### src/hw/rtl/tofs_pkg.sv
// Shared types, constants and helper functions of the operand fetch request sequencer.
package tofs_pkg;

    localparam int unsigned PACKET_BYTES      = 128;
    localparam int unsigned META_OFFSET_BYTES = 1024;
    localparam int unsigned JOB_Q_DEPTH       = 2;

    localparam logic [7:0]  META_PKT_BASE =
        8'((META_OFFSET_BYTES / PACKET_BYTES) % 256);
    localparam logic [31:0] PACKET_STEP       = 32'(PACKET_BYTES);
    localparam logic [31:0] CHUNK_BYTES_FP16  = 32'd512;
    localparam logic [31:0] CHUNK_BYTES_OTHER = 32'd256;

    localparam logic [1:0] FMT_FP8  = 2'd0;
    localparam logic [1:0] FMT_FP16 = 2'd1;
    localparam logic [1:0] FMT_FP32 = 2'd2;

    localparam logic [1:0] SP_DENSE = 2'd0;
    localparam logic [1:0] SP_2OF4  = 2'd1;
    localparam logic [1:0] SP_1OF4  = 2'd2;

    localparam logic [1:0] CM_REUSE_1 = 2'd1;
    localparam logic [1:0] CM_REUSE_2 = 2'd2;

    localparam logic [2:0] KIND_A    = 3'd0;
    localparam logic [2:0] KIND_META = 3'd1;
    localparam logic [2:0] KIND_C    = 3'd2;
    localparam logic [2:0] KIND_B    = 3'd3;
    localparam logic [2:0] KIND_MARK = 3'd4;

    typedef struct packed {
        logic [1:0]  format_a;
        logic [1:0]  format_b;
        logic [1:0]  format_c;
        logic [1:0]  sparsity_mode;
        logic [2:0]  meta_select;
        logic [1:0]  collector_mode;
        logic        b_buffer_selected;
        logic        load_c;
        logic [31:0] a_tensor_addr;
        logic [31:0] d_tensor_addr;
        logic [13:0] b_start_offset;
    } t_in_item;

    typedef struct packed {
        logic [2:0]  request_kind;
        logic [31:0] tensor_addr;
        logic [7:0]  packet_index;
        logic [31:0] local_addr;
        logic [15:0] request_tag;
        logic [1:0]  chunk_index;
        logic        tile_start;
        logic        tile_end;
        logic        tile_has_c;
        logic        tile_has_meta;
        logic        last;
    } t_out_item;

    // Classified job handed from front to back
    typedef struct packed {
        logic [3:0]  na;
        logic        has_meta;
        logic [7:0]  meta_index;
        logic [4:0]  nc;
        logic        need_c;
        logic [3:0]  nb;
        logic [1:0]  last_chunk;
        logic        b_fp16;
        logic [31:0] b_base;
        logic [31:0] a_addr;
        logic [31:0] d_addr;
    } t_job;

    function automatic logic [3:0] ab_packets(input logic [1:0] fmt);
        logic [3:0] n;
        unique case (fmt)
            FMT_FP8:  n = 4'd4;
            FMT_FP16: n = 4'd8;
            default:  n = 4'd0;
        endcase
        return n;
    endfunction

    function automatic logic [4:0] acc_packets(input logic [1:0] fmt);
        logic [4:0] n;
        unique case (fmt)
            FMT_FP8:  n = 5'd4;
            FMT_FP16: n = 5'd8;
            FMT_FP32: n = 5'd16;
            default:  n = 5'd0;
        endcase
        return n;
    endfunction

endpackage

### src/hw/rtl/tofs_front.sv
// Front end: base register, job acceptance and classification into a job descriptor.
module tofs_front (
    input  logic              i_clk,
    input  logic              i_rst_n,
    input  logic              push,
    output logic              full,
    input  tofs_pkg::t_in_item i_item,
    input  logic              i_cfg_valid,
    output logic              o_cfg_ready,
    input  logic [31:0]       i_cfg_data,
    output logic              o_job_push,
    output tofs_pkg::t_job    o_job,
    input  logic              i_job_full
);

    logic [31:0] r_base;
    logic        reuse;
    logic        skip_a;
    logic        skip_b;

    always_ff @(posedge i_clk) begin
        if (!i_rst_n) begin
            r_base <= 32'd0;
        end else if (i_cfg_valid) begin
            r_base <= i_cfg_data;
        end
    end

    assign o_cfg_ready = 1'b1;
    assign full        = i_job_full;
    assign o_job_push  = push && !i_job_full;

    always_comb begin
        reuse  = (i_item.collector_mode == tofs_pkg::CM_REUSE_1) ||
                 (i_item.collector_mode == tofs_pkg::CM_REUSE_2);
        skip_a = reuse && !i_item.b_buffer_selected;
        skip_b = reuse && i_item.b_buffer_selected;

        o_job.na         = skip_a ? 4'd0 : tofs_pkg::ab_packets(i_item.format_a);
        o_job.has_meta   = !skip_a && (i_item.sparsity_mode != tofs_pkg::SP_DENSE);
        o_job.meta_index = tofs_pkg::META_PKT_BASE + {5'd0, i_item.meta_select};
        o_job.need_c     = i_item.load_c;
        o_job.nc         = i_item.load_c ? tofs_pkg::acc_packets(i_item.format_c) : 5'd0;
        o_job.nb         = skip_b ? 4'd0 : tofs_pkg::ab_packets(i_item.format_b);
        if (skip_b) begin
            o_job.last_chunk = 2'd0;
        end else if (i_item.sparsity_mode == tofs_pkg::SP_2OF4) begin
            o_job.last_chunk = 2'd1;
        end else if (i_item.sparsity_mode == tofs_pkg::SP_1OF4) begin
            o_job.last_chunk = 2'd3;
        end else begin
            o_job.last_chunk = 2'd0;
        end
        o_job.b_fp16 = (i_item.format_b == tofs_pkg::FMT_FP16);
        o_job.b_base = r_base + {14'd0, i_item.b_start_offset, 4'd0};
        o_job.a_addr = i_item.a_tensor_addr;
        o_job.d_addr = i_item.d_tensor_addr;
    end

endmodule

### src/hw/rtl/tofs_queue.sv
// Short job queue between the front end and the request sequencer.
module tofs_queue (
    input  logic           i_clk,
    input  logic           i_rst_n,
    input  logic           i_push,
    input  tofs_pkg::t_job i_data,
    output logic           o_full,
    input  logic           i_pop,
    output tofs_pkg::t_job o_data,
    output logic           o_empty
);

    localparam int unsigned PW = (tofs_pkg::JOB_Q_DEPTH > 1) ?
                                 $clog2(tofs_pkg::JOB_Q_DEPTH) : 1;
    localparam int unsigned CW = $clog2(tofs_pkg::JOB_Q_DEPTH + 1);
    localparam logic [PW-1:0] LAST_PTR = PW'(tofs_pkg::JOB_Q_DEPTH - 1);
    localparam logic [CW-1:0] DEPTH_C  = CW'(tofs_pkg::JOB_Q_DEPTH);

    tofs_pkg::t_job r_mem [tofs_pkg::JOB_Q_DEPTH];
    logic [PW-1:0]  r_wr;
    logic [PW-1:0]  r_rd;
    logic [CW-1:0]  r_cnt;
    logic           do_push;
    logic           do_pop;

    assign o_full  = (r_cnt == DEPTH_C);
    assign o_empty = (r_cnt == '0);
    assign do_push = i_push && !o_full;
    assign do_pop  = i_pop && !o_empty;
    assign o_data  = r_mem[r_rd];

    always_ff @(posedge i_clk) begin
        if (do_push) begin
            r_mem[r_wr] <= i_data;
        end
    end

    always_ff @(posedge i_clk) begin
        if (!i_rst_n) begin
            r_wr  <= '0;
            r_rd  <= '0;
            r_cnt <= '0;
        end else begin
            if (do_push) begin
                r_wr <= (r_wr == LAST_PTR) ? '0 : r_wr + PW'(1);
            end
            if (do_pop) begin
                r_rd <= (r_rd == LAST_PTR) ? '0 : r_rd + PW'(1);
            end
            if (do_push && !do_pop) begin
                r_cnt <= r_cnt + CW'(1);
            end else if (do_pop && !do_push) begin
                r_cnt <= r_cnt - CW'(1);
            end
        end
    end

endmodule

### src/hw/rtl/tofs_back.sv
// Back end: walks one job through its request phases and holds the result register.
module tofs_back (
    input  logic              i_clk,
    input  logic              i_rst_n,
    input  tofs_pkg::t_job    i_job,
    input  logic              i_job_valid,
    output logic              o_job_pop,
    output tofs_pkg::t_out_item o_result,
    output logic              empty,
    input  logic              pop
);

    typedef enum logic [2:0] {
        S_IDLE, S_A, S_META, S_C, S_B, S_MARK
    } t_state;

    t_state              r_state, n_state;
    tofs_pkg::t_job      r_job, n_job;
    logic [4:0]          r_pkt, n_pkt;
    logic [1:0]          r_chunk, n_chunk;
    logic [31:0]         r_laddr, n_laddr;
    logic [31:0]         r_cbase, n_cbase;
    logic [15:0]         r_tag, n_tag;
    logic                r_out_valid, n_out_valid;
    tofs_pkg::t_out_item r_out, n_out;
    logic                adv;
    logic                load;
    logic [4:0]          pkt_inc;
    logic [31:0]         chunk_bytes;

    function automatic t_state first_phase(input t_state from, input tofs_pkg::t_job j);
        t_state s;
        priority if (from <= S_A && j.na != 4'd0) begin
            s = S_A;
        end else if (from <= S_META && j.has_meta) begin
            s = S_META;
        end else if (from <= S_C && j.nc != 5'd0) begin
            s = S_C;
        end else if (from <= S_B && j.nb != 4'd0) begin
            s = S_B;
        end else begin
            s = S_MARK;
        end
        return s;
    endfunction

    always_comb begin
        load        = (r_state == S_IDLE) && i_job_valid;
        adv         = (r_state != S_IDLE) && (!r_out_valid || pop);
        pkt_inc     = r_pkt + 5'd1;
        chunk_bytes = r_job.b_fp16 ? tofs_pkg::CHUNK_BYTES_FP16 : tofs_pkg::CHUNK_BYTES_OTHER;

        n_state     = r_state;
        n_job       = r_job;
        n_pkt       = r_pkt;
        n_chunk     = r_chunk;
        n_laddr     = r_laddr;
        n_cbase     = r_cbase;
        n_tag       = r_tag;
        n_out_valid = r_out_valid && !pop;
        n_out       = r_out;

        if (load) begin
            n_job   = i_job;
            n_state = first_phase(S_A, i_job);
            n_pkt   = 5'd0;
            n_chunk = 2'd0;
            n_laddr = i_job.b_base;
            n_cbase = i_job.b_base;
        end

        if (adv) begin
            n_out_valid = 1'b1;
            n_out       = '0;
            n_out.chunk_index = (r_state == S_B || r_state == S_MARK) ? r_chunk : 2'd0;
            if (r_state != S_MARK) begin
                n_out.request_tag = r_tag;
                n_tag = (r_tag == 16'hFFFF) ? 16'd1 : r_tag + 16'd1;
            end
            unique case (r_state)
                S_A: begin
                    n_out.request_kind = tofs_pkg::KIND_A;
                    n_out.tensor_addr  = r_job.a_addr;
                    n_out.packet_index = {3'd0, r_pkt};
                    if (pkt_inc == {1'b0, r_job.na}) begin
                        n_pkt   = 5'd0;
                        n_state = first_phase(S_META, r_job);
                    end else begin
                        n_pkt = pkt_inc;
                    end
                end
                S_META: begin
                    n_out.request_kind = tofs_pkg::KIND_META;
                    n_out.tensor_addr  = r_job.a_addr;
                    n_out.packet_index = r_job.meta_index;
                    n_state = first_phase(S_C, r_job);
                end
                S_C: begin
                    n_out.request_kind = tofs_pkg::KIND_C;
                    n_out.tensor_addr  = r_job.d_addr;
                    n_out.packet_index = {3'd0, r_pkt};
                    if (pkt_inc == r_job.nc) begin
                        n_pkt   = 5'd0;
                        n_state = first_phase(S_B, r_job);
                    end else begin
                        n_pkt = pkt_inc;
                    end
                end
                S_B: begin
                    n_out.request_kind = tofs_pkg::KIND_B;
                    n_out.packet_index = {3'd0, r_pkt};
                    n_out.local_addr   = r_laddr;
                    n_laddr = r_laddr + tofs_pkg::PACKET_STEP;
                    if (pkt_inc == {1'b0, r_job.nb}) begin
                        n_pkt   = 5'd0;
                        n_state = S_MARK;
                    end else begin
                        n_pkt = pkt_inc;
                    end
                end
                S_MARK: begin
                    n_out.request_kind  = tofs_pkg::KIND_MARK;
                    n_out.tile_start    = (r_chunk == 2'd0);
                    n_out.tile_end      = (r_chunk == r_job.last_chunk);
                    n_out.tile_has_c    = (r_chunk == 2'd0) && r_job.need_c;
                    n_out.tile_has_meta = (r_chunk == 2'd0) && r_job.has_meta;
                    n_out.last          = (r_chunk == r_job.last_chunk);
                    if (r_chunk == r_job.last_chunk) begin
                        n_state = S_IDLE;
                    end else begin
                        n_chunk = r_chunk + 2'd1;
                        n_cbase = r_cbase + chunk_bytes;
                        n_laddr = r_cbase + chunk_bytes;
                        n_state = (r_job.nb != 4'd0) ? S_B : S_MARK;
                    end
                end
                default: begin
                    n_state = S_IDLE;
                end
            endcase
        end
    end

    always_ff @(posedge i_clk) begin
        if (!i_rst_n) begin
            r_state     <= S_IDLE;
            r_tag       <= 16'd1;
            r_out_valid <= 1'b0;
        end else begin
            r_state     <= n_state;
            r_tag       <= n_tag;
            r_out_valid <= n_out_valid;
        end
        r_job   <= n_job;
        r_pkt   <= n_pkt;
        r_chunk <= n_chunk;
        r_laddr <= n_laddr;
        r_cbase <= n_cbase;
        r_out   <= n_out;
    end

    assign o_job_pop = load;
    assign o_result  = r_out;
    assign empty     = !r_out_valid;

    a_tag_nonzero: assert property (@(posedge i_clk) disable iff (!i_rst_n)
        r_tag != 16'd0)
        else $error("tag counter reached zero");

    a_marker_untagged: assert property (@(posedge i_clk) disable iff (!i_rst_n)
        r_out_valid && r_out.request_kind == tofs_pkg::KIND_MARK |-> r_out.request_tag == 16'd0)
        else $error("marker carries a tag");

    a_last_is_marker: assert property (@(posedge i_clk) disable iff (!i_rst_n)
        r_out_valid && r_out.last |-> r_out.request_kind == tofs_pkg::KIND_MARK)
        else $error("last flag on a read");

    a_b_phase_has_packets: assert property (@(posedge i_clk) disable iff (!i_rst_n)
        r_state == S_B |-> r_job.nb != 4'd0)
        else $error("B phase entered with no B packets");

    a_tag_advances: assert property (@(posedge i_clk) disable iff (!i_rst_n)
        adv && r_state != S_MARK && r_tag != 16'hFFFF |=> r_tag == $past(r_tag) + 16'd1)
        else $error("tag did not advance on a read");

endmodule

### src/hw/rtl/tensor_operand_fetch_request_sequencer.sv
// Top level of the tensor operand fetch request sequencer.
//
// Jobs enter on a queue-style port: a transfer happens when push is high and
// full is low. Each job is classified at once and parked in a two-entry job
// queue, so the front keeps taking jobs while the back end is busy.
// Results leave on a queue-style port: the oldest result sits on o_result
// while empty is low, and it is taken when pop is high and empty is low.
// The back end issues one result per cycle unless pop stalls it, in order:
// A reads, metadata, C reads, then per chunk the B reads and a tile marker
// (last on the final marker). A job yields at most 61 results; the back end
// loads a job descriptor only while idle, after the prior job's last marker.
// A new job passes the job queue and job register before its first result.
// If the receiver holds pop low, the result register holds and the back end
// stops; the job queue then fills and full rises.
// i_cfg_data writes the local memory base, always ready; write it only when
// the block is idle. Reset (synchronous, active low) clears the base to 0,
// the tag counter to 1, and empties both queues.
module tensor_operand_fetch_request_sequencer (
    input  logic                i_clk,
    input  logic                i_rst_n,
    input  logic                push,
    output logic                full,
    input  tofs_pkg::t_in_item  i_item,
    output logic                empty,
    input  logic                pop,
    output tofs_pkg::t_out_item o_result,
    input  logic                i_cfg_valid,
    output logic                o_cfg_ready,
    input  logic [31:0]         i_cfg_data
);

    tofs_pkg::t_job job_in;
    tofs_pkg::t_job job_out;
    logic           job_push;
    logic           job_full;
    logic           job_pop;
    logic           job_empty;

    tofs_front u_front (
        .i_clk       (i_clk),
        .i_rst_n     (i_rst_n),
        .push        (push),
        .full        (full),
        .i_item      (i_item),
        .i_cfg_valid (i_cfg_valid),
        .o_cfg_ready (o_cfg_ready),
        .i_cfg_data  (i_cfg_data),
        .o_job_push  (job_push),
        .o_job       (job_in),
        .i_job_full  (job_full)
    );

    tofs_queue u_queue (
        .i_clk   (i_clk),
        .i_rst_n (i_rst_n),
        .i_push  (job_push),
        .i_data  (job_in),
        .o_full  (job_full),
        .i_pop   (job_pop),
        .o_data  (job_out),
        .o_empty (job_empty)
    );

    tofs_back u_back (
        .i_clk       (i_clk),
        .i_rst_n     (i_rst_n),
        .i_job       (job_out),
        .i_job_valid (!job_empty),
        .o_job_pop   (job_pop),
        .o_result    (o_result),
        .empty       (empty),
        .pop         (pop)
    );

endmodule
### config.mk
export PLATFORM = sky130hd
export DESIGN_NAME = tensor_operand_fetch_request_sequencer
export DESIGN_NICKNAME = d
export VERILOG_FILES = /design/src/hw/rtl/tofs_pkg.sv /design/src/hw/rtl/tofs_front.sv /design/src/hw/rtl/tofs_queue.sv /design/src/hw/rtl/tofs_back.sv /design/src/hw/rtl/tensor_operand_fetch_request_sequencer.sv
export SDC_FILE = /design/constraint.sdc
export NUM_CORES = 1
export LEC_CHECK = 0
export BUFFER_PORTS_ARGS = -buffer_cell sky130_fd_sc_hd__buf_2
export CAP_MARGIN = 10
export CORE_MARGIN = 5
export CORE_UTILIZATION = 45
export CTS_CLUSTER_SIZE = 8
export DETAILED_ROUTE_END_ITERATION = 12
export SYNTH_ARGS = -nofsm -noshare
export SYNTH_HDL_FRONTEND = slang
export SYNTH_SLANG_ARGS = --single-unit
### constraint.sdc
create_clock -name i_clk -period 13.1 [get_ports i_clk]
set_input_delay 0.655 -clock i_clk [delete_from_list [all_inputs] [get_ports i_clk]]
set_output_delay 0.655 -clock i_clk [all_outputs]
set_load 0.03 [all_outputs]
==> flow_metrics.py <==
metrics = {
    "status": {
        "status": "completed",
    },
    "clocking": {
        "post_cts_resized": 0,
        "clockBufferDepth": 3,
        "cts_made_buffers": 75,
        "cts_root_buffer": "clkbuf_16",
        "cts.sinks": 523,
        "cts_hold_buffers": 0,
        "cts_setup_buffers": 0,
        "cts_tree": "yes",
        "clk_latency_ns": 0.60,
        "path_clk_slew_ns": 0.05,
        "h-tree-depth": 3,
    },
    "sta": {
        "maxClockFrequency_mhz": 203,
        "rsz0062_at_grt": "false",
        "finalCriticalPeriod_ns": 4.93,
        "slew_headroom": 0.301,
        "setup_tns_ns": 0,
        "fin_hold_ws_ns": 0.242,
        "hold_violations": 0,
        "tightest_slew_ns": 1.05,
        "min_period_over_period": 0.376,
        "setup_viol": 0,
        "worst_slack_ns": 8.17,
        "finClkSkew_ns": 0.0229,
        "drv_slew": 0,
    },
    "floorplan": {
        "rows": 80,
        "core_mm2": 0.0479,
        "chipHeight_um": 231,
        "fp.dieArea_mm2": 0.0532,
        "start_util": 0.457,
        "pin_count": 231,
        "die_width_um": 231,
    },
    "critical_path": {
        "crit_family": "simple AND/OR/NAND/NOR gates",
        "cp_cell_sequence": "and2b_1 -> nand2_4 -> inv_2 -> nand2_1 -> nor2_4 -> inv_2 -> nand2_1 -> o21ai_0 -> a221o_1",
        "required_ns": 13.58,
        "critical_path_arrival_ns": 5.41,
        "path_buf_inv": 2,
        "cp-start-kind": "register",
        "slowest_delay_ns": 0.86,
        "setup.worst_path.class": "reg2reg",
        "crit_slowest_cell": "and2b_1",
        "cp_max_fo": 52,
        "end_kind": "register",
    },
    "yosys": {
        "syn_area_per_cell_um2": 13.6,
        "yosysWarnings": 0,
        "synthesis.area_mm2": 0.0219,
        "synth-main-ff-cell": "edfxtp_1",
        "synth_seq_area_share": 0.666,
        "synthCells": 1607,
        "ys_ff_latch": 523,
        "synth-edff-count": 410,
        "synthArstFlopShare": 0,
        "ys_types": 75,
    },
    "global_routing": {
        "grt_pass1_wl_um": 74300,
        "overflow": 0,
        "grt.total_usage": 0.175,
        "grt_start_max_net_pins": 84,
        "gr-usage-met2": 0.273,
        "met3_usage": 0.0594,
        "grt_util_met1": 0.231,
        "grt.busiest_layer": "met2",
        "antenna_found_initial": 21,
        "grt_pass1_vias": 13600,
    },
    "finish": {
        "final_util": 0.537,
        "num-fill-cells": 4045,
        "multi_input_area_mm2": 0.00686,
        "final_cell_mix": "410 x edfxtp_1, 226 x buf_2, 112 x dfxtp_1",
        "drive_above_1_share": 0.228,
        "final_common_cell": "edfxtp_1",
        "area_delta_synth_final_pct": 17.5,
        "nNetsFinal": 1995,
        "seq_area_mm2": 0.0146,
        "fin_area_mm2": 0.0257,
    },
    "power_and_ir_drop": {
        "vdd.ir_drop.worst_mv": 0.163,
        "p_comb_frac": 0.238,
        "clockPowerShare": 0.310,
        "p_int_mw": 3.91,
        "power.leakage_nw": 9.58,
        "netSwitchingFraction": 0.314,
        "seqPwrFrac": 0.452,
        "power_switching_mw": 1.79,
        "powerDensity_mw_per_mm2": 222,
    },
    "placement": {
        "post-place-ws_ns": 8.15,
        "io_buffers": 226,
        "dp_hpwl_um": 30900,
        "gp_congestion": 0.825,
        "placed_area_mm2": 0.0235,
    },
    "route": {
        "vias_per_cell": 5.34,
        "num_vias": 13400,
        "dr.pass1.iters": 7,
        "postRouteAntennaNets": 0,
        "drcViolationCount": 0,
        "drt-initial-drc-count": 768,
        "wirelength_um": 47100,
        "post_drt_wl_per_cell_um": 18.8,
    },
    "worst_hold_path": {
        "hold_class": "in2reg",
    },
    "job": {
        "drv_cap": 0,
    },
}
-- per-stage QoR --
step,instances,power (mW)
finish,2512,5.71
global route,2507,6.02
CTS,2507,5.78
detailed placement,2377,3.97
global placement,2377,3.94
floorplan,1609,3.58
-- path summary, 6_finish.rpt --
| kind | slack, ns | cells past startpoint | to | startpoint |
|---|---|---|---|---|
| max | 8.17 | 9 | u_back.r_cbase[13] | u_back.r_state[2] |
| min reg2reg | 0.46 | 0 | u_queue.r_mem[0][66] | u_front.r_base[2] |
| min | 0.24 | 1 | u_queue.r_mem[1][59] | i_item[73] |
| max reg2reg | 8.17 | 9 | u_back.r_cbase[13] | u_back.r_state[2] |
-- layout make-up --
cell class | count | share of cell area
well taps | 615 | 0.0299
clock buffers | 123 | 0.0808
flip-flops and latches | 523 | 0.567
multi-input cells | 974 | 0.267
diodes | 5 | 0.000486
repair buffers | 235 | 0.0466
inverters | 30 | 0.00447
clock inverters | 7 | 0.00452
-- state kept, by name, indices dropped and copies added, names as in the netlist, named ones only --
| name | count |
|---|---|
| u_queue.r_mem | 222 |
| u_queue.r_cnt | 2 |
| u_back.r_tag | 16 |
| u_queue.r_wr | 1 |
| u_back.r_pkt | 5 |
| u_back.r_laddr | 32 |
| u_back.r_job | 79 |
| u_back.r_out_valid | 1 |
| u_back.r_cbase | 32 |
| u_back.r_chunk | 2 |
| u_back.o_result | 94 |
| u_queue.r_rd | 1 |
| u_front.r_base | 32 |
| u_back.r_state | 3 |
-- synthesized netlist by cell type, types with 3 or more instances --
library cell    n  area share
edfxtp_1      410        0.56
dfxtp_1       113        0.10
nor2_1        104       0.018
mux2_2         81       0.042
nand2_1        81       0.014
a21oi_1        67       0.015
mux2i_1        65       0.030
o21ai_0        64       0.015
xnor2_1        52       0.021
and3_1         51       0.015
nor2b_1        47       0.013
xor2_1         47       0.019
clkbuf_1       44      0.0075
nand3_1        42      0.0096
a22o_1         32       0.013
and2_1         30      0.0086
inv_1          27      0.0046
ha_1           24       0.014
nor3_1         24      0.0055
buf_2          17      0.0039
o22ai_1        14      0.0040
nor3b_1        11      0.0038
a221o_1        10      0.0046
buf_4          10      0.0034
nand4_1        10      0.0029
buf_1           9      0.0015
a31o_2          8      0.0032
a31oi_1         8      0.0023
o31ai_1         6      0.0021
or3_1           6      0.0017
a211o_1         5      0.0020
a211oi_1        5      0.0017
a22oi_1         5      0.0017
o221ai_1        5      0.0020
a21boi_0        4      0.0014
nand2b_1        4      0.0011
nor4_1          4      0.0011
o211ai_1        4      0.0014
o21a_1          4      0.0014
a21o_1          3      0.0010
and4_1          3      0.0012
inv_2           3     0.00051
-- cell families (layout without fill, tap and decap cells) --
kind of cell | count (synthesis) | in the layout | share of synthesized area
DFF | 523 | 523 | 0.666
and+or+nand+nor | 432 | 432 | 0.102
AOI/OAI and AO/OA | 266 | 266 | 0.0816
muxes | 146 | 146 | 0.0714
buffers and inverters | 112 | 395 | 0.0223
xor gates and xnor gates | 100 | 100 | 0.0406
adders and majority gates | 26 | 26 | 0.0155
other | 2 | 9 | 0.000343
-- metal layers --
layer  routed length (µm)  up-vias  part of all wire
met4                 1180       26             0.025
met5                  211        -            0.0045
met3                 3870      108             0.082
li1                     -     6470                 -
met1                20400     6426              0.43
met2                21500      388              0.46
-- power groups by stage --
stage                     registers (mW)  logic [mW]  clock network (mW)
after CTS                           2.58        1.37                1.82
final                               2.58        1.36                1.77
after global routing                2.63        1.49                1.90
after detailed placement            2.61        1.36                   0
after floorplan                     2.63       0.946                   0
after global placement              2.60        1.35                   0
Note: power is estimated with default switching activity, not from simulation.
